**src/design/kcsi_pkg.sv**
```systemverilog
// ----------------------------------------------------------------------------
// kcsi_pkg: shared constants and types of the keyframe interpolator
// Key count, blend precision, register map and the records that travel
// between the configuration, front, queue and back parts.
// ----------------------------------------------------------------------------
package kcsi_pkg;

  localparam int KEY_COUNT   = 4;
  localparam int FRAC_BITS   = 16;
  localparam int TIME_W      = 16;
  localparam int SIZE_W      = 16;
  localparam int CHAN_W      = 8;
  localparam int CHANNELS    = 4;
  localparam int BLEND_W     = FRAC_BITS + 1;
  localparam int SHORT_SPAN  = 6;
  localparam int QUEUE_DEPTH = 2;

  // one quotient bit per divider stage, the first one taken at queue pop
  localparam int DIV_STAGES  = FRAC_BITS + 1;

  localparam int COLOR_PROD_W = CHAN_W + BLEND_W;
  localparam int SIZE_PROD_W  = SIZE_W + BLEND_W;

  localparam logic [BLEND_W-1:0] BLEND_ONE = BLEND_W'(1) << FRAC_BITS;

  // register map, byte address 8 * index
  localparam int ADDR_W   = 6;
  localparam int DATA_W   = 64;
  localparam int REG_IDX_W = 3;
  localparam logic [REG_IDX_W-1:0] REG_KEY_TIMES  = 3'd0;
  localparam logic [REG_IDX_W-1:0] REG_KEY_SIZES  = 3'd1;
  localparam logic [REG_IDX_W-1:0] REG_KEY0_COLOR = 3'd2;
  localparam logic [REG_IDX_W-1:0] REG_KEY1_COLOR = 3'd3;
  localparam logic [REG_IDX_W-1:0] REG_KEY2_COLOR = 3'd4;
  localparam logic [REG_IDX_W-1:0] REG_KEY3_COLOR = 3'd5;

  typedef struct packed {
    logic [KEY_COUNT-1:0][TIME_W-1:0]            times;
    logic [KEY_COUNT-1:0][SIZE_W-1:0]            sizes;
    logic [KEY_COUNT-1:0][CHANNELS*CHAN_W-1:0]   colors;
  } cfg_t;

  typedef struct packed {
    logic [CHANNELS-1:0][CHAN_W-1:0] color;
    logic [SIZE_W-1:0]               size;
  } key_val_t;

  // classified item: blend numerator and span plus the two keys to mix
  typedef struct packed {
    logic [TIME_W-1:0] diff;
    logic [TIME_W-1:0] span;
    logic              short_span;
    key_val_t          a;
    key_val_t          b;
  } job_t;

  typedef struct packed {
    logic [TIME_W-1:0]  rem;
    logic [BLEND_W-1:0] quo;
    logic [TIME_W-1:0]  span;
    logic               short_span;
    key_val_t           a;
    key_val_t           b;
  } div_t;

  typedef struct packed {
    logic [CHANNELS-1:0]                   ge_col;
    logic                                  ge_size;
    key_val_t                              a;
    logic [CHANNELS-1:0][COLOR_PROD_W-1:0] prod_col;
    logic [SIZE_PROD_W-1:0]                prod_size;
  } mul_t;

endpackage

```
**src/design/kcsi_front.sv**
```systemverilog
// ----------------------------------------------------------------------------
// kcsi_front: segment classification
// Find the key segment of a life fraction and build the division job.
// ----------------------------------------------------------------------------
module kcsi_front (
  input  logic [kcsi_pkg::TIME_W-1:0] life_fraction_i,
  input  kcsi_pkg::cfg_t              cfg_i,
  output kcsi_pkg::job_t              job_o
);

  function automatic kcsi_pkg::key_val_t key_of(input kcsi_pkg::cfg_t cfg, input int k);
    kcsi_pkg::key_val_t kv;
    kv.color = cfg.colors[k];
    kv.size  = cfg.sizes[k];
    return kv;
  endfunction

  always_comb begin
    logic found;
    logic [kcsi_pkg::TIME_W-1:0] span;
    found = 1'b0;
    span  = '0;
    // above the last key time: hold the last key
    job_o.diff       = '0;
    job_o.span       = '0;
    job_o.short_span = 1'b1;
    job_o.a          = key_of(cfg_i, kcsi_pkg::KEY_COUNT-1);
    job_o.b          = key_of(cfg_i, kcsi_pkg::KEY_COUNT-1);
    if (life_fraction_i <= cfg_i.times[0]) begin
      job_o.a = key_of(cfg_i, 0);
      job_o.b = key_of(cfg_i, 0);
    end else begin
      for (int k = 1; k < kcsi_pkg::KEY_COUNT; k++) begin
        if (!found && (life_fraction_i <= cfg_i.times[k])) begin
          found            = 1'b1;
          span             = cfg_i.times[k] - cfg_i.times[k-1];
          job_o.diff       = life_fraction_i - cfg_i.times[k-1];
          job_o.span       = span;
          job_o.short_span = (span <= kcsi_pkg::TIME_W'(kcsi_pkg::SHORT_SPAN));
          job_o.a          = key_of(cfg_i, k-1);
          job_o.b          = key_of(cfg_i, k);
        end
      end
    end
  end

endmodule

```
**config.mk**
```make
export PLATFORM = sky130hd
export DESIGN_NAME = kcsi_front
export DESIGN_NICKNAME = d
export VERILOG_FILES = /design/src/design/kcsi_pkg.sv /design/src/design/kcsi_front.sv
export SDC_FILE = /design/constraint.sdc
export NUM_CORES = 1
export LEC_CHECK = 0
export BUFFER_PORTS_ARGS = -buffer_cell sky130_fd_sc_hd__buf_4
export CORE_UTILIZATION = 25
export DETAILED_ROUTE_END_ITERATION = 10
export MAX_ROUTING_LAYER = met4
export SYNTH_ARGS = -nofsm -noshare
export SYNTH_HDL_FRONTEND = slang
export SYNTH_SLANG_ARGS = --single-unit
```
**constraint.sdc**
```tcl
create_clock -name vclk -period 7.7
set_input_delay 0.77 -clock vclk [all_inputs]
set_output_delay 0.77 -clock vclk [all_outputs]
set_load 0.05 [all_outputs]
```
==> results.sh <==
export IMPL_whs_ns=1.92
export IMPL_cts_resized_gates=0
export IMPL_setup_ws_ns=1.91
export IMPL_fin_nets=2090
export IMPL_path_class="input port to output pin"
export IMPL_syn_inst=1361
export IMPL_min_path_type="input port to output pin"
export IMPL_netlist_area_um2=8610
export IMPL_yosysMostFrequentCell="nand2_1"
export IMPL_p_int_uw=558
export IMPL_ys_types=79
export IMPL_crit_slowest_cell="nor2_1"
export IMPL_fp_dieW_um=188
export IMPL_critPathTopFamily="compound AO/OA/AOI/OAI gates"
export IMPL_post_route_period_util=0.751
export IMPL_hpwlAfterDp_mm=35.6
export IMPL_worstPathRequired_ns=6.93
export IMPL_drc=0
export IMPL_p_leak_uw=0.00590
export IMPL_ios=401
export IMPL_cp_common_cell="buf_4"
export IMPL_yosysWarnings=0
export IMPL_setup_viol=0
export IMPL_ys_seq_area_frac=0
export IMPL_fin_setup_tns_ns=0
export IMPL_p_seq_frac=0
export IMPL_final_hold_violation_count=0
export IMPL_pwr_density_cell_nw_per_um2=134
export IMPL_p_sw_uw=1050
export IMPL_syn_to_final_growth_pct=39.4
export IMPL_swShare=0.652
export IMPL_grt_max_degree=97
export IMPL_place_gp_congestion=0.955
export IMPL_grt_pass1_vias=10900
export IMPL_arrival_ns=5.02
export IMPL_grt_usage=0.233
export IMPL_dieArea_um2=35200
export IMPL_netlist_top_cells_count="nand2_1 (177), nor2_1 (137), a21oi_1 (127), ha_1 (109), o21ai_1 (106)"
export IMPL_fillers=3693
export IMPL_maxCapViolCount=0
export IMPL_initial_core_util=0.255
export IMPL_coreArea_um2=33700
export IMPL_final_cells=2156
export IMPL_slew_headroom=0.292
export IMPL_antenna_found_initial=7
export IMPL_cp_cell_sequence="buf_4, inv_1, ha_1, inv_1, fa_1, a21o_1, a21oi_1, o221ai_1, a211oi_1, nor2_4, buf_4, nor2_1, buf_4, and4_2, a211o_1, a211o_1, buf_4"
export IMPL_synth_top_area_cell="ha_1"
export IMPL_netlist_top_cells_area="ha_1 (16%), mux2i_1 (11%), nand2_1 (7.7%), a21oi_1 (7.4%), o21ai_1 (6.2%)"
export IMPL_numPortBuffers=401
export IMPL_wl_mm=42.4
export IMPL_nFlopsAndLatches=0
export IMPL_grt_pass1_wl_mm=62.9
export IMPL_tightest_slew_ns=1.06
export IMPL_syn_nets=1748
export IMPL_yosys_area_top_type_share=0.158
export IMPL_die_h_um=188
export IMPL_outcome="finished, final reports clean"
export IMPL_ir_drop_uv=74.2
export IMPL_dp_worst_setup_slack_ns=1.95
export IMPL_wire_per_inst_um=19.7
export IMPL_rsz0062_at_grt="no"
export IMPL_regArea_um2=0
export IMPL_cts_setup_buffers=0
export IMPL_rows=67
export IMPL_holdBufCountCts=0
export IMPL_drt_pass1_iterations=8
export IMPL_cp_start_kind="input port"
export IMPL_period_needed_ns=5.79
export IMPL_crit_fanout=91
export IMPL_max_stage_delay_ns=0.69
export IMPL_p_clk_frac=0
export IMPL_ant_nets=0
export IMPL_drt_first_iter_violations=726
export IMPL_gr_total_overflow=0
export IMPL_drive_above_1_share=0.255
export IMPL_avgSynthCellArea_um2=6.32
export IMPL_critical_path_buf_inv_count=6
export IMPL_cp_end_kind="output pin"
export IMPL_route_vias_total=11400
export IMPL_drv_slew=0
export IMPL_power_frac_comb=1.000
export IMPL_fmax_mhz=173
export IMPL_clockBufferCount=0
export IMPL_placed_cells=2149
export IMPL_viasPerCell=5.29
## cell type report
class,instances,area (µm²),share of cell area
Inverter,86,323,0.0269
Tap cell,448,561,0.0467
Timing Repair Buffer,412,3090,0.258
Antenna cell,7,17.5,0.00146
Multi-Input combinational cell,1203,8010,0.667
## kinds of logic (layout without fill, tap and decap cells)
family	after synthesis	count (layout)	share of synthesized area
multiplexers	97	97	0.113
buffers and inverters	158	498	0.0744
AO/OA/AOI/OAI	471	471	0.335
other	0	7	0
AND/OR/NAND/NOR	450	450	0.234
XOR/XNOR	70	70	0.0712
adder cells (fa/ha/maj)	115	115	0.172
## worst paths after layout
check	from	to	cells past startpoint
worst max-delay path	life_fraction_i[0]	job_o[96]	17
worst min-delay path	cfg_i[30]	job_o[94]	4
## layer usage
metal | vias to the layer above | routed length [µm] | GRT usage
li1 | 5632 | - | -
met1 | 5235 | 17500 | 0.279
met2 | 477 | 20800 | 0.402
met3 | 65 | 2490 | 0.0187
met4 | 0 | 1630 | 0.0926
met5 | - | 0 | -
## per-stage QoR
stage,total power (µW),cell area [µm²],utilization
finish,1610,12000,0.356
global route,1710,12000,0.356
CTS,1600,12000,0.356
detailed placement,1590,12000,0.356
global placement,1580,12000,0.356
floorplan,1080,8610,-
## power by group through the flow
| stage | clock network, µW | registers (µW) | logic (µW) |
|---|---|---|---|
| finish | 0.000123 | 0 | 1610 |
| global route | 0.000122 | 0 | 1710 |
| CTS | 0 | 0 | 1600 |
| detailed placement | 0 | 0 | 1590 |
| global placement | 0 | 0 | 1580 |
| floorplan | 0 | 0 | 1080 |
## placed cells by master, fill, tap and decap left out, types with 4 or more instances in the layout
cell,count
or3_1,6
and3_1,7
o21bai_1,9
nand2b_1,9
a221oi_1,4
o31a_1,6
or2_1,5
fa_1,6
nand3_1,17
and2_1,5
a21oi_1,126
inv_1,86
xnor2_1,38
o21ai_1,106
o21ai_0,72
a21o_1,26
o31ai_1,4
o211ai_1,15
a311oi_1,14
xor2_1,32
diode_2,7
a222oi_1,6
nor3_1,32
o22ai_1,7
a211oi_1,14
mux2i_1,97
nand2_1,177
a31oi_1,5
nand4_1,12
nor4_1,10
o21a_1,19
nor2b_1,11
ha_1,109
nor2_1,136
buf_4,412
## worst min-delay path, delay by kind of cell
family	cells	cell delay [ns]
AO/OA/AOI/OAI	1	0.06
buffers and inverters	2	0.28
AND/OR/NAND/NOR	1	0.04
Note: power is estimated with default switching activity, not from simulation.
