### config.mk
export PLATFORM = sky130hd
export DESIGN_NAME = kcsi_queue
export DESIGN_NICKNAME = d
export VERILOG_FILES = /design/src/design/kcsi_pkg.sv /design/src/design/kcsi_queue.sv
export SDC_FILE = /design/constraint.sdc
export NUM_CORES = 1
export LEC_CHECK = 0
export BUFFER_PORTS_ARGS = -buffer_cell sky130_fd_sc_hd__buf_2
export CAP_MARGIN = 20
export CORE_ASPECT_RATIO = 0.8
export CORE_UTILIZATION = 55
export DETAILED_ROUTE_END_ITERATION = 10
export HOLD_SLACK_MARGIN = 0.12
export PLACE_DENSITY = 0.88
export SLEW_MARGIN = 10
export SYNTH_ARGS = -nofsm -noshare
export SYNTH_HDL_FRONTEND = slang
export SYNTH_SLANG_ARGS = --single-unit
### constraint.sdc
create_clock -name clk_i -period 13.1 [get_ports clk_i]
set_input_delay 0 -clock clk_i [delete_from_list [all_inputs] [get_ports clk_i]]
set_output_delay 0 -clock clk_i [all_outputs]
set_load 0.02 [all_outputs]
### src/design/kcsi_pkg.sv
// ----------------------------------------------------------------------------
// kcsi_pkg: shared constants and types of the keyframe interpolator
// Key count, blend precision, register map and the records that travel
// between the configuration, front, queue and back parts.
// ----------------------------------------------------------------------------
package kcsi_pkg;

  localparam int KEY_COUNT   = 4;
  localparam int FRAC_BITS   = 16;
  localparam int TIME_W      = 16;
  localparam int SIZE_W      = 16;
  localparam int CHAN_W      = 8;
  localparam int CHANNELS    = 4;
  localparam int BLEND_W     = FRAC_BITS + 1;
  localparam int SHORT_SPAN  = 6;
  localparam int QUEUE_DEPTH = 2;

  // one quotient bit per divider stage, the first one taken at queue pop
  localparam int DIV_STAGES  = FRAC_BITS + 1;

  localparam int COLOR_PROD_W = CHAN_W + BLEND_W;
  localparam int SIZE_PROD_W  = SIZE_W + BLEND_W;

  localparam logic [BLEND_W-1:0] BLEND_ONE = BLEND_W'(1) << FRAC_BITS;

  // register map, byte address 8 * index
  localparam int ADDR_W   = 6;
  localparam int DATA_W   = 64;
  localparam int REG_IDX_W = 3;
  localparam logic [REG_IDX_W-1:0] REG_KEY_TIMES  = 3'd0;
  localparam logic [REG_IDX_W-1:0] REG_KEY_SIZES  = 3'd1;
  localparam logic [REG_IDX_W-1:0] REG_KEY0_COLOR = 3'd2;
  localparam logic [REG_IDX_W-1:0] REG_KEY1_COLOR = 3'd3;
  localparam logic [REG_IDX_W-1:0] REG_KEY2_COLOR = 3'd4;
  localparam logic [REG_IDX_W-1:0] REG_KEY3_COLOR = 3'd5;

  typedef struct packed {
    logic [KEY_COUNT-1:0][TIME_W-1:0]            times;
    logic [KEY_COUNT-1:0][SIZE_W-1:0]            sizes;
    logic [KEY_COUNT-1:0][CHANNELS*CHAN_W-1:0]   colors;
  } cfg_t;

  typedef struct packed {
    logic [CHANNELS-1:0][CHAN_W-1:0] color;
    logic [SIZE_W-1:0]               size;
  } key_val_t;

  // classified item: blend numerator and span plus the two keys to mix
  typedef struct packed {
    logic [TIME_W-1:0] diff;
    logic [TIME_W-1:0] span;
    logic              short_span;
    key_val_t          a;
    key_val_t          b;
  } job_t;

  typedef struct packed {
    logic [TIME_W-1:0]  rem;
    logic [BLEND_W-1:0] quo;
    logic [TIME_W-1:0]  span;
    logic               short_span;
    key_val_t           a;
    key_val_t           b;
  } div_t;

  typedef struct packed {
    logic [CHANNELS-1:0]                   ge_col;
    logic                                  ge_size;
    key_val_t                              a;
    logic [CHANNELS-1:0][COLOR_PROD_W-1:0] prod_col;
    logic [SIZE_PROD_W-1:0]                prod_size;
  } mul_t;

endpackage

### src/design/kcsi_queue.sv
// ----------------------------------------------------------------------------
// kcsi_queue: job queue
// Short FIFO between the front and back parts.
// ----------------------------------------------------------------------------
module kcsi_queue (
  input  logic           clk_i,
  input  logic           rst_ni,
  input  logic           push_i,
  input  kcsi_pkg::job_t data_i,
  output logic           full_o,
  input  logic           pop_i,
  output logic           empty_o,
  output kcsi_pkg::job_t data_o
);

  localparam int PTR_W = $clog2(kcsi_pkg::QUEUE_DEPTH);
  localparam int CNT_W = $clog2(kcsi_pkg::QUEUE_DEPTH + 1);

  kcsi_pkg::job_t mem_q [kcsi_pkg::QUEUE_DEPTH];
  logic [PTR_W-1:0] wr_ptr_q, rd_ptr_q;
  logic [CNT_W-1:0] count_q;

  function automatic logic [PTR_W-1:0] next_ptr(input logic [PTR_W-1:0] p);
    return (p == PTR_W'(kcsi_pkg::QUEUE_DEPTH - 1)) ? '0 : p + PTR_W'(1);
  endfunction

  assign full_o  = (count_q == CNT_W'(kcsi_pkg::QUEUE_DEPTH));
  assign empty_o = (count_q == '0);
  assign data_o  = mem_q[rd_ptr_q];

  always_ff @(posedge clk_i) begin
    if (push_i) begin
      mem_q[wr_ptr_q] <= data_i;
    end
  end

  always_ff @(posedge clk_i or negedge rst_ni) begin
    if (!rst_ni) begin
      wr_ptr_q <= '0;
      rd_ptr_q <= '0;
      count_q  <= '0;
    end else begin
      if (push_i) begin
        wr_ptr_q <= next_ptr(wr_ptr_q);
      end
      if (pop_i) begin
        rd_ptr_q <= next_ptr(rd_ptr_q);
      end
      unique case ({push_i, pop_i})
        2'b10:   count_q <= count_q + CNT_W'(1);
        2'b01:   count_q <= count_q - CNT_W'(1);
        default: ;
      endcase
    end
  end

endmodule

==> results_dict.tcl <==
set metrics [dict create \
    cts_buffer_depth 3 \
    slowest_delay_ns 0.80 \
    ys.flop_type "edfxtp_1" \
    dp_cells 890 \
    final_core_util_pct 78.8 \
    rrSetupSlack_ns 10.64 \
    fillers 835 \
    grt_overflow 0 \
    cts_buffers 25 \
    synth_most_common_cell "edfxtp_1" \
    finalNonFillerCells 1068 \
    worstMarginPinSlew_ns 0.921 \
    timing.final.crit_period_ns 2.76 \
    num_vias 5506 \
    ys_types 13 \
    whs_ns 0.228 \
    ys_seq_area_share_pct 82.4 \
    skew_ns 0.0105 \
    finalSetupViolCount 0 \
    status "complete, no violations" \
    routed_wl_um 21500 \
    max_cap_viol_count 0 \
    hold_path.class "in -> reg" \
    slew_headroom_pct 38.6 \
    clock-sinks 262 \
    clk_latency_ns 0.50 \
    synth_cells 417 \
    rows 42 \
    grt_pass1_wl_um 32200 \
    final_layout_size_suffix_gt1_share_pct 51.1 \
    routed_via_density 5.16 \
    coreArea_um2 16700 \
    fp.dieW_um 149 \
    synth_edf_count 258 \
    drc 0 \
    fp.dieH_um 120 \
    synth_top_cell_by_area "edfxtp_1" \
    nNetsFinal 965 \
    final.period_utilization_pct 21.1 \
    initial_core_util_pct 57.0 \
    hold_violations 0 \
    die-area_um2 17800 \
    rsz0062_at_grt "no" \
    crit_fanout 59 \
    worstPathArrival_ns 2.76 \
    critPathKind "reg -> out" \
    synth_top_family_by_area "multiplexers" \
    clk_pin_slew_ns 0.06 \
    ys_ff_latch 262 \
    netlist_area_um2 9520 \
    ir_drop_mv 0.185 \
    crit_cells 4 \
    critPathBufInv 3 \
    ant_nets 0 \
    root_buffer "clkbuf_16" \
    fin_ws_ns 10.34 \
    cts_resized 0 \
    synth_compound_area_share_pct 0 \
    slowest_stage "dfrtp_4" \
    dp_slack_ns 10.65 \
    synthesis.nets 551 \
    grt_use_total_pct 24.0 \
    p_leak_nw 5.03 \
    synthXorXnorAreaFrac_pct 0.460 \
    yosys-top-cells-count "edfxtp_1 (258), mux2_2 (129), buf_6 (10)" \
    cp_cell_sequence "buf_4, buf_16, mux2_2, buf_2" \
    multi_input_area_um2 1540 \
    avgSynthCellArea_um2 22.8 \
    cts_tree "built" \
    drt-initial-drc-count 345 \
    synthTopCellsByArea "edfxtp_1 (81%), mux2_2 (15%), buf_6 (1.2%), dfrtp_1 (1.1%), xor2_1 (0.28%)" \
    layout.area.seq_um2 7850 \
    synth.area.mux_share_pct 15.3 \
    synthAdderAreaFrac_pct 0.131 \
    syn_to_final_growth_pct 38.3 \
    holdBufCountCts 133 \
    rr_worst_depth 2 \
    crit_path_end_kind "primary output" \
    netlist.area_leader.share_pct 81.4 \
    yosys_warnings 0 \
    cpLargestDelayFamily "buffers and inverters" \
    grt_antenna_before_repair 0 \
    post_cts_buffers 0 \
    fin_tns_setup_ns 0 \
    cts_max_level 1 \
    r2r_end "mem_q[1][1]" \
    fmax_mhz 362 \
    io_pins 264 \
    wl_per_cell_um 20.1 \
    synth-simple-area-share_pct 0.250 \
    antennaDiodeCount 0 \
    grt_max_degree 88 \
    start_kind "flip-flop" \
    timing.rr.start "wr_ptr_q" \
    dr.pass1.iters 4 \
    first_global_vias 6076 \
    crit_path_end "data_o[122]" \
    io_buffers 263 \
    report.final.slew_viol_count 0 \
    gp_congestion 0.764 \
    startpoint "rd_ptr_q" \
    place_hpwl_um 11700 \
    async_reset_ff_share_pct 1.53 \
    p_per_area_nw_per_um2 209 \
    cp.required_ns 13.10 \
]
-- worst min-delay path by stage --
| stage | cells past startpoint | end | from |
|---|---|---|---|
| finish | 2 | mem_q[1][83] | data_i[83] |
| global route | 2 | mem_q[1][83] | data_i[83] |
| CTS | 2 | mem_q[1][83] | data_i[83] |
| detailed placement | 1 | count_q[1] | rst_ni |
| global placement | 1 | count_q[1] | rst_ni |
| floorplan | 0 | count_q[0] | rst_ni |
-- logic make-up after synthesis --
logic type    Yosys count
mux                   129
flops                 262
fa+ha+maj               1
buf+inv                15
simple gates            5
xor+xnor                5
-- cell type report --
type	instances	share of cell area, %
multi-input cells	140	11.7
flip-flops and latches	262	59.6
well taps	220	2.09
repair buffers	401	20.5
inverters	1	0.0285
clock buffers	32	4.95
clock inverters	12	1.04
-- metal layers --
metal  vias up  track usage [%]  share of wire [%]
met1      2679             29.1                 38
li1       2491                -                  -
met2       294             42.7                 52
met3        42             5.67                7.7
met4         0             7.33                2.5
met5         -                0                  0
-- worst register-to-register path, cell delays in order (launching register included) --
cell     delay, ns
dfrtp_1       0.43
and2_4        0.70
buf_4         0.90
-- sequential cells by signal, summed over array words and instances (netlist names) --
signal	cells
rd_ptr_q	1
count_q	2
wr_ptr_q	1
mem_q	258
-- cell usage in the layout (no fill, tap or decap) --
master | synthesis | routed
buf_2 | 3 | 263
edfxtp_1 | 258 | 258
dlygate4sd3_1 | 0 | 133
mux2_2 | 129 | 129
clkbuf_16 | 0 | 25
clkbuf_1 | 0 | 7
clkinv_2 | 0 | 4
clkinv_1 | 0 | 4
buf_4 | 1 | 4
xor2_1 | 3 | 3
bufinv_16 | 0 | 3
dfrtp_1 | 4 | 3
nor2_1 | 3 | 2
xnor2_1 | 2 | 2
inv_1 | 1 | 1
and2_4 | 0 | 1
nor2b_1 | 1 | 1
nor2_4 | 0 | 1
ha_1 | 1 | 1
inv_8 | 0 | 1
buf_16 | 0 | 1
dfrtp_4 | 0 | 1
-- where the power goes --
| part | switching (mW) | internal, mW | total (mW) | leakage, nW |
|---|---|---|---|---|
| Sequential | 0.0697 | 1.12 | 1.19 | 2.47 |
| Combinational | 0.515 | 0.352 | 0.866 | 2.17 |
| Clock | 0.289 | 0.411 | 0.699 | 0.387 |
-- per-stage QoR --
step           area, um2  total power [mW]
6_report           13200              2.75
5_1_grt            13200              2.85
4_1_cts            13100              2.74
3_5_place_dp       11000              2.01
3_3_place_gp       11000              1.98
2_1_floorplan       9520              1.79
(Power assumes the default switching activity.)
