**config.mk**
```make
export PLATFORM = sky130hd
export DESIGN_NAME = kcsi_regs
export DESIGN_NICKNAME = d
export VERILOG_FILES = /design/src/design/kcsi_pkg.sv /design/src/design/kcsi_regs.sv
export SDC_FILE = /design/constraint.sdc
export NUM_CORES = 1
export LEC_CHECK = 0
export ABC_AREA = 0
export BUFFER_PORTS_ARGS = -buffer_cell sky130_fd_sc_hd__clkbuf_2
export CAP_MARGIN = 25
export CORE_ASPECT_RATIO = 1.25
export CORE_MARGIN = 5
export CORE_UTILIZATION = 55
export CTS_CLUSTER_SIZE = 24
export DETAILED_ROUTE_END_ITERATION = 16
export PLACE_DENSITY = 0.95
export SYNTH_ARGS = -nofsm -noshare
export SYNTH_HDL_FRONTEND = slang
export SYNTH_SLANG_ARGS = --single-unit
export TNS_END_PERCENT = 20
```
**constraint.sdc**
```tcl
create_clock -name clk_i -period 5 [get_ports clk_i]
set_input_delay 1 -clock clk_i [delete_from_list [all_inputs] [get_ports clk_i]]
set_output_delay 1 -clock clk_i [all_outputs]
set_load 0.03 [all_outputs]
```
**src/design/kcsi_pkg.sv**
```systemverilog
// ----------------------------------------------------------------------------
// kcsi_pkg: shared constants and types of the keyframe interpolator
// Key count, blend precision, register map and the records that travel
// between the configuration, front, queue and back parts.
// ----------------------------------------------------------------------------
package kcsi_pkg;

  localparam int KEY_COUNT   = 4;
  localparam int FRAC_BITS   = 16;
  localparam int TIME_W      = 16;
  localparam int SIZE_W      = 16;
  localparam int CHAN_W      = 8;
  localparam int CHANNELS    = 4;
  localparam int BLEND_W     = FRAC_BITS + 1;
  localparam int SHORT_SPAN  = 6;
  localparam int QUEUE_DEPTH = 2;

  // one quotient bit per divider stage, the first one taken at queue pop
  localparam int DIV_STAGES  = FRAC_BITS + 1;

  localparam int COLOR_PROD_W = CHAN_W + BLEND_W;
  localparam int SIZE_PROD_W  = SIZE_W + BLEND_W;

  localparam logic [BLEND_W-1:0] BLEND_ONE = BLEND_W'(1) << FRAC_BITS;

  // register map, byte address 8 * index
  localparam int ADDR_W   = 6;
  localparam int DATA_W   = 64;
  localparam int REG_IDX_W = 3;
  localparam logic [REG_IDX_W-1:0] REG_KEY_TIMES  = 3'd0;
  localparam logic [REG_IDX_W-1:0] REG_KEY_SIZES  = 3'd1;
  localparam logic [REG_IDX_W-1:0] REG_KEY0_COLOR = 3'd2;
  localparam logic [REG_IDX_W-1:0] REG_KEY1_COLOR = 3'd3;
  localparam logic [REG_IDX_W-1:0] REG_KEY2_COLOR = 3'd4;
  localparam logic [REG_IDX_W-1:0] REG_KEY3_COLOR = 3'd5;

  typedef struct packed {
    logic [KEY_COUNT-1:0][TIME_W-1:0]            times;
    logic [KEY_COUNT-1:0][SIZE_W-1:0]            sizes;
    logic [KEY_COUNT-1:0][CHANNELS*CHAN_W-1:0]   colors;
  } cfg_t;

  typedef struct packed {
    logic [CHANNELS-1:0][CHAN_W-1:0] color;
    logic [SIZE_W-1:0]               size;
  } key_val_t;

  // classified item: blend numerator and span plus the two keys to mix
  typedef struct packed {
    logic [TIME_W-1:0] diff;
    logic [TIME_W-1:0] span;
    logic              short_span;
    key_val_t          a;
    key_val_t          b;
  } job_t;

  typedef struct packed {
    logic [TIME_W-1:0]  rem;
    logic [BLEND_W-1:0] quo;
    logic [TIME_W-1:0]  span;
    logic               short_span;
    key_val_t           a;
    key_val_t           b;
  } div_t;

  typedef struct packed {
    logic [CHANNELS-1:0]                   ge_col;
    logic                                  ge_size;
    key_val_t                              a;
    logic [CHANNELS-1:0][COLOR_PROD_W-1:0] prod_col;
    logic [SIZE_PROD_W-1:0]                prod_size;
  } mul_t;

endpackage

```
**src/design/kcsi_regs.sv**
```systemverilog
// ----------------------------------------------------------------------------
// kcsi_regs: configuration registers
// APB-style write and read of key times, key sizes and the four key colors.
// ----------------------------------------------------------------------------
module kcsi_regs (
  input  logic                          clk_i,
  input  logic                          rst_ni,
  input  logic                          psel,
  input  logic                          penable,
  input  logic                          pwrite,
  input  logic [kcsi_pkg::ADDR_W-1:0]   paddr,
  input  logic [kcsi_pkg::DATA_W-1:0]   pwdata,
  output logic [kcsi_pkg::DATA_W-1:0]   prdata,
  output logic                          pready,
  output kcsi_pkg::cfg_t                cfg_o
);

  kcsi_pkg::cfg_t cfg_q;
  logic [kcsi_pkg::REG_IDX_W-1:0] idx;
  logic wr_en;

  assign idx    = paddr[kcsi_pkg::ADDR_W-1:3];
  assign wr_en  = psel && penable && pwrite;
  assign pready = 1'b1;
  assign cfg_o  = cfg_q;

  always_ff @(posedge clk_i or negedge rst_ni) begin
    if (!rst_ni) begin
      cfg_q.times  <= '0;
      cfg_q.sizes  <= '0;
      cfg_q.colors <= '1;
    end else if (wr_en) begin
      unique case (idx)
        kcsi_pkg::REG_KEY_TIMES:  cfg_q.times     <= pwdata;
        kcsi_pkg::REG_KEY_SIZES:  cfg_q.sizes     <= pwdata;
        kcsi_pkg::REG_KEY0_COLOR: cfg_q.colors[0] <= pwdata[31:0];
        kcsi_pkg::REG_KEY1_COLOR: cfg_q.colors[1] <= pwdata[31:0];
        kcsi_pkg::REG_KEY2_COLOR: cfg_q.colors[2] <= pwdata[31:0];
        kcsi_pkg::REG_KEY3_COLOR: cfg_q.colors[3] <= pwdata[31:0];
        default: ;  // drop writes to unmapped addresses
      endcase
    end
  end

  always_comb begin
    unique case (idx)
      kcsi_pkg::REG_KEY_TIMES:  prdata = cfg_q.times;
      kcsi_pkg::REG_KEY_SIZES:  prdata = cfg_q.sizes;
      kcsi_pkg::REG_KEY0_COLOR: prdata = {32'h0, cfg_q.colors[0]};
      kcsi_pkg::REG_KEY1_COLOR: prdata = {32'h0, cfg_q.colors[1]};
      kcsi_pkg::REG_KEY2_COLOR: prdata = {32'h0, cfg_q.colors[2]};
      kcsi_pkg::REG_KEY3_COLOR: prdata = {32'h0, cfg_q.colors[3]};
      default:                  prdata = '0;
    endcase
  end

endmodule

```
==> results.sh <==
export IMPL_antenna_left=0
export IMPL_peakVddDrop_uv=402
export IMPL_regArea_um2=6570
export IMPL_cts_repair_timing_setup_buffer_count=0
export IMPL_place_gp_congestion=0.867
export IMPL_die_width_um=142
export IMPL_largest_register_ff_count=256
export IMPL_worst_setup_hold_path_clk_slew_ns=0.06
export IMPL_postSynth_asyncResetShare_pct=100
export IMPL_layout_commonest_cell="sky130_fd_sc_hd__clkbuf_2"
export IMPL_grt_max_degree=116
export IMPL_via_count=8800
export IMPL_met2_length_mm=19.3
export IMPL_netlist_area_before_placement_um2=12000
export IMPL_maxUsedRoutingLayer="met5"
export IMPL_worst_path_max_fanout=45
export IMPL_timing_final_hold_violations=0
export IMPL_critical_path_reg2reg_startpoint="cfg_o[185]$_DFFE_PN0P_"
export IMPL_synth_warnings=0
export IMPL_fin_util_pct=69.7
export IMPL_rsz0062_at_grt="false"
export IMPL_netlist_instances=802
export IMPL_sequential_area_share_after_synthesis_pct=54.9
export IMPL_drv_slew=0
export IMPL_grt_antenna_before_repair=8
export IMPL_overflow=0
export IMPL_synth_enable_flop_cells=0
export IMPL_fmax_mhz=253
export IMPL_timing_hold_ws_ns=0.534
export IMPL_layout_filler_cells=1392
export IMPL_timing_final_setup_violations=0
export IMPL_synthesis_nets=877
export IMPL_synth_cell_type_count=36
export IMPL_die_y_um=175
export IMPL_timing_slew_headroom_pct=43.0
export IMPL_hold_path_startpoint="cfg_o[156]$_DFFE_PN0P_"
export IMPL_crit_path_end_kind="output pin"
export IMPL_synth_ff_type="sky130_fd_sc_hd__dfstp_2"
export IMPL_totalNegativeSetupSlack_ns=0
export IMPL_power_density_nw_per_um2=490
export IMPL_hold_path_class="reg2reg"
export IMPL_cp_arrival_ns=2.95
export IMPL_detail_route_iter0_violations=390
export IMPL_layout_drive_gt1_share_pct=71.7
export IMPL_floorplan_core_area_um2=21500
export IMPL_detail_route_wirelength_met1_mm=13.2
export IMPL_wirelength_mm=36.8
export IMPL_clock_tree_from_tritoncts="built"
export IMPL_global_routing_usage_summed_across_all_routing_layers_pct=28.9
export IMPL_critPathRequiredTime_ns=4.00
export IMPL_transition_at_the_pin_with_the_smallest_max_transition_slack_ns=0.855
export IMPL_route_detailed_wl_per_inst_um=24.8
export IMPL_minimum_clock_period_ns=3.95
export IMPL_nNetsFinal=1258
export IMPL_fin_cells=1486
export IMPL_area_of_placed_instances_um2=14100
export IMPL_synthesis_area_per_instance_um2=14.9
export IMPL_design_portCount=396
export IMPL_design_area_um2=15000
export IMPL_tritoncts_num_sinks=256
export IMPL_ys_seq_elements=256
export IMPL_detailroute_wirelength_met3_mm=3.06
export IMPL_startpoint_type="input port"
export IMPL_power_leakage_uw=0.00718
export IMPL_clock_tree_htree_level_count=1
export IMPL_placed_cells_incl_taps=1433
export IMPL_clockRootBuffer="sky130_fd_sc_hd__clkbuf_16"
export IMPL_crit_type="in2out"
export IMPL_initial_standard_cell_utilization_of_the_core_pct=55.7
export IMPL_dieArea_um2=24800
export IMPL_std_cell_rows=60
export IMPL_skew_ns=0
export IMPL_num_cts_buffers=27
export IMPL_worst_setup_path_startpoint="paddr[3]"
export IMPL_dr_pass1_iters=5
export IMPL_vias_per_cell=5.92
export IMPL_multi_input_comb_area_um2=5020
export IMPL_outcome="complete, no violations"
export IMPL_final_cell_mix="389 x sky130_fd_sc_hd__clkbuf_2, 218 x sky130_fd_sc_hd__mux2_2, 128 x sky130_fd_sc_hd__dfstp_2, 128 x sky130_fd_sc_hd__dfrtp_1, 60 x sky130_fd_sc_hd__mux2_4"
export IMPL_maximum_number_of_buffers_from_clock_root_to_sink=3
export IMPL_number_of_global_route_vias_before_repair=9519
export IMPL_max_cap_viol_count=0
export IMPL_timing_final_crit_share_pct=79.0
export IMPL_placement_io_buffers=391
export IMPL_global_route_wire_length_before_repair_mm=56.7
export IMPL_detailedPlacementHpwl_mm=26.1
export IMPL_cts_hold_fix_buffers=0
export IMPL_flow_area_growth_from_synthesis_pct=25.1
export IMPL_clk_insertion_delay_late_ns=0.51
export IMPL_drc_errors=0
export IMPL_cts_resized=0
[per-stage QoR]
stage / total power [uW] / setup slack (ns)
floorplan: 4550 / 1.61
global route: 7630 / 0.962
CTS: 7380 / 1.08
finish: 7330 / 1.05
detailed placement: 5380 / 1.11
global placement: 5280 / 1.14
[worst max-delay path, stage by stage]
cell and delay, ns:
sky130_fd_sc_hd__buf_4 0.53, sky130_fd_sc_hd__buf_4 0.39, sky130_fd_sc_hd__mux2_2 0.39, sky130_fd_sc_hd__a22oi_1 0.21
sky130_fd_sc_hd__o22ai_1 0.15, sky130_fd_sc_hd__clkbuf_2 0.23
[layer usage]
layer,GRT usage [%],vias up
li1,-,3765
met1,32.9,4510
met3,7.97,93
met5,0,-
met2,51.6,424
met4,10.6,8
[power breakdown]
part	internal (uW)	total, uW	switching [uW]
Combinational	818	2360	1540
Clock	1180	1980	798
Sequential	2630	3000	370
Total	4630	7330	2710
[kinds of logic after synthesis]
family	after synthesis	synth area share [%]
compound gates	110	6.77
flops	256	54.9
other cells	1	0.0314
simple gates	46	2.43
mux	329	32.5
buf+inv	60	3.37
[path summary, 6_finish.rpt]
path | end | slack, ns | depth (start not counted)
min in group asynchronous | cfg_o[155]$_DFFE_PN0P_ | 0.56 | 1
max in group asynchronous | cfg_o[52]$_DFFE_PN1P_ | 3.34 | 2
hold / removal | cfg_o[156]$_DFFE_PN0P_ | 0.53 | 1
hold reg to reg | cfg_o[156]$_DFFE_PN0P_ | 0.53 | 1
setup / recovery | prdata[30] | 1.05 | 6
setup reg to reg | cfg_o[185]$_DFFE_PN0P_ | 4.13 | 1
[final cells by class]
class	instances	area share [%]
Timing Repair Buffer	410	14.3
Tap cell	279	2.33
Antenna cell	4	0.0669
Clock buffer	43	5.25
Sequential cell	256	43.9
Inverter	2	0.0502
Clock inverter	6	0.569
Multi-Input combinational cell	486	33.5
[synthesized netlist by cell type, types with 6 or more instances]
library cell               instances  area share [%]
sky130_fd_sc_hd__mux2_2          218              21
sky130_fd_sc_hd__mux2i_1          37             3.1
sky130_fd_sc_hd__dfrtp_1         128              27
sky130_fd_sc_hd__nor3b_1          14            0.88
sky130_fd_sc_hd__mux2_1           14             1.3
sky130_fd_sc_hd__nor2_1            9            0.28
sky130_fd_sc_hd__buf_2            31             1.3
sky130_fd_sc_hd__a22oi_1          14            0.88
sky130_fd_sc_hd__o21ai_0          12            0.50
sky130_fd_sc_hd__clkbuf_1         10            0.31
sky130_fd_sc_hd__o22ai_1          16            0.84
sky130_fd_sc_hd__mux2_4           60             7.5
sky130_fd_sc_hd__dfstp_2         128              28
sky130_fd_sc_hd__a22o_1           32             2.3
sky130_fd_sc_hd__buf_4             7            0.44
sky130_fd_sc_hd__a21oi_1          14            0.59
sky130_fd_sc_hd__nand2_1           8            0.25
sky130_fd_sc_hd__buf_12            6             1.0
Note: power is estimated with default switching activity, not from simulation.
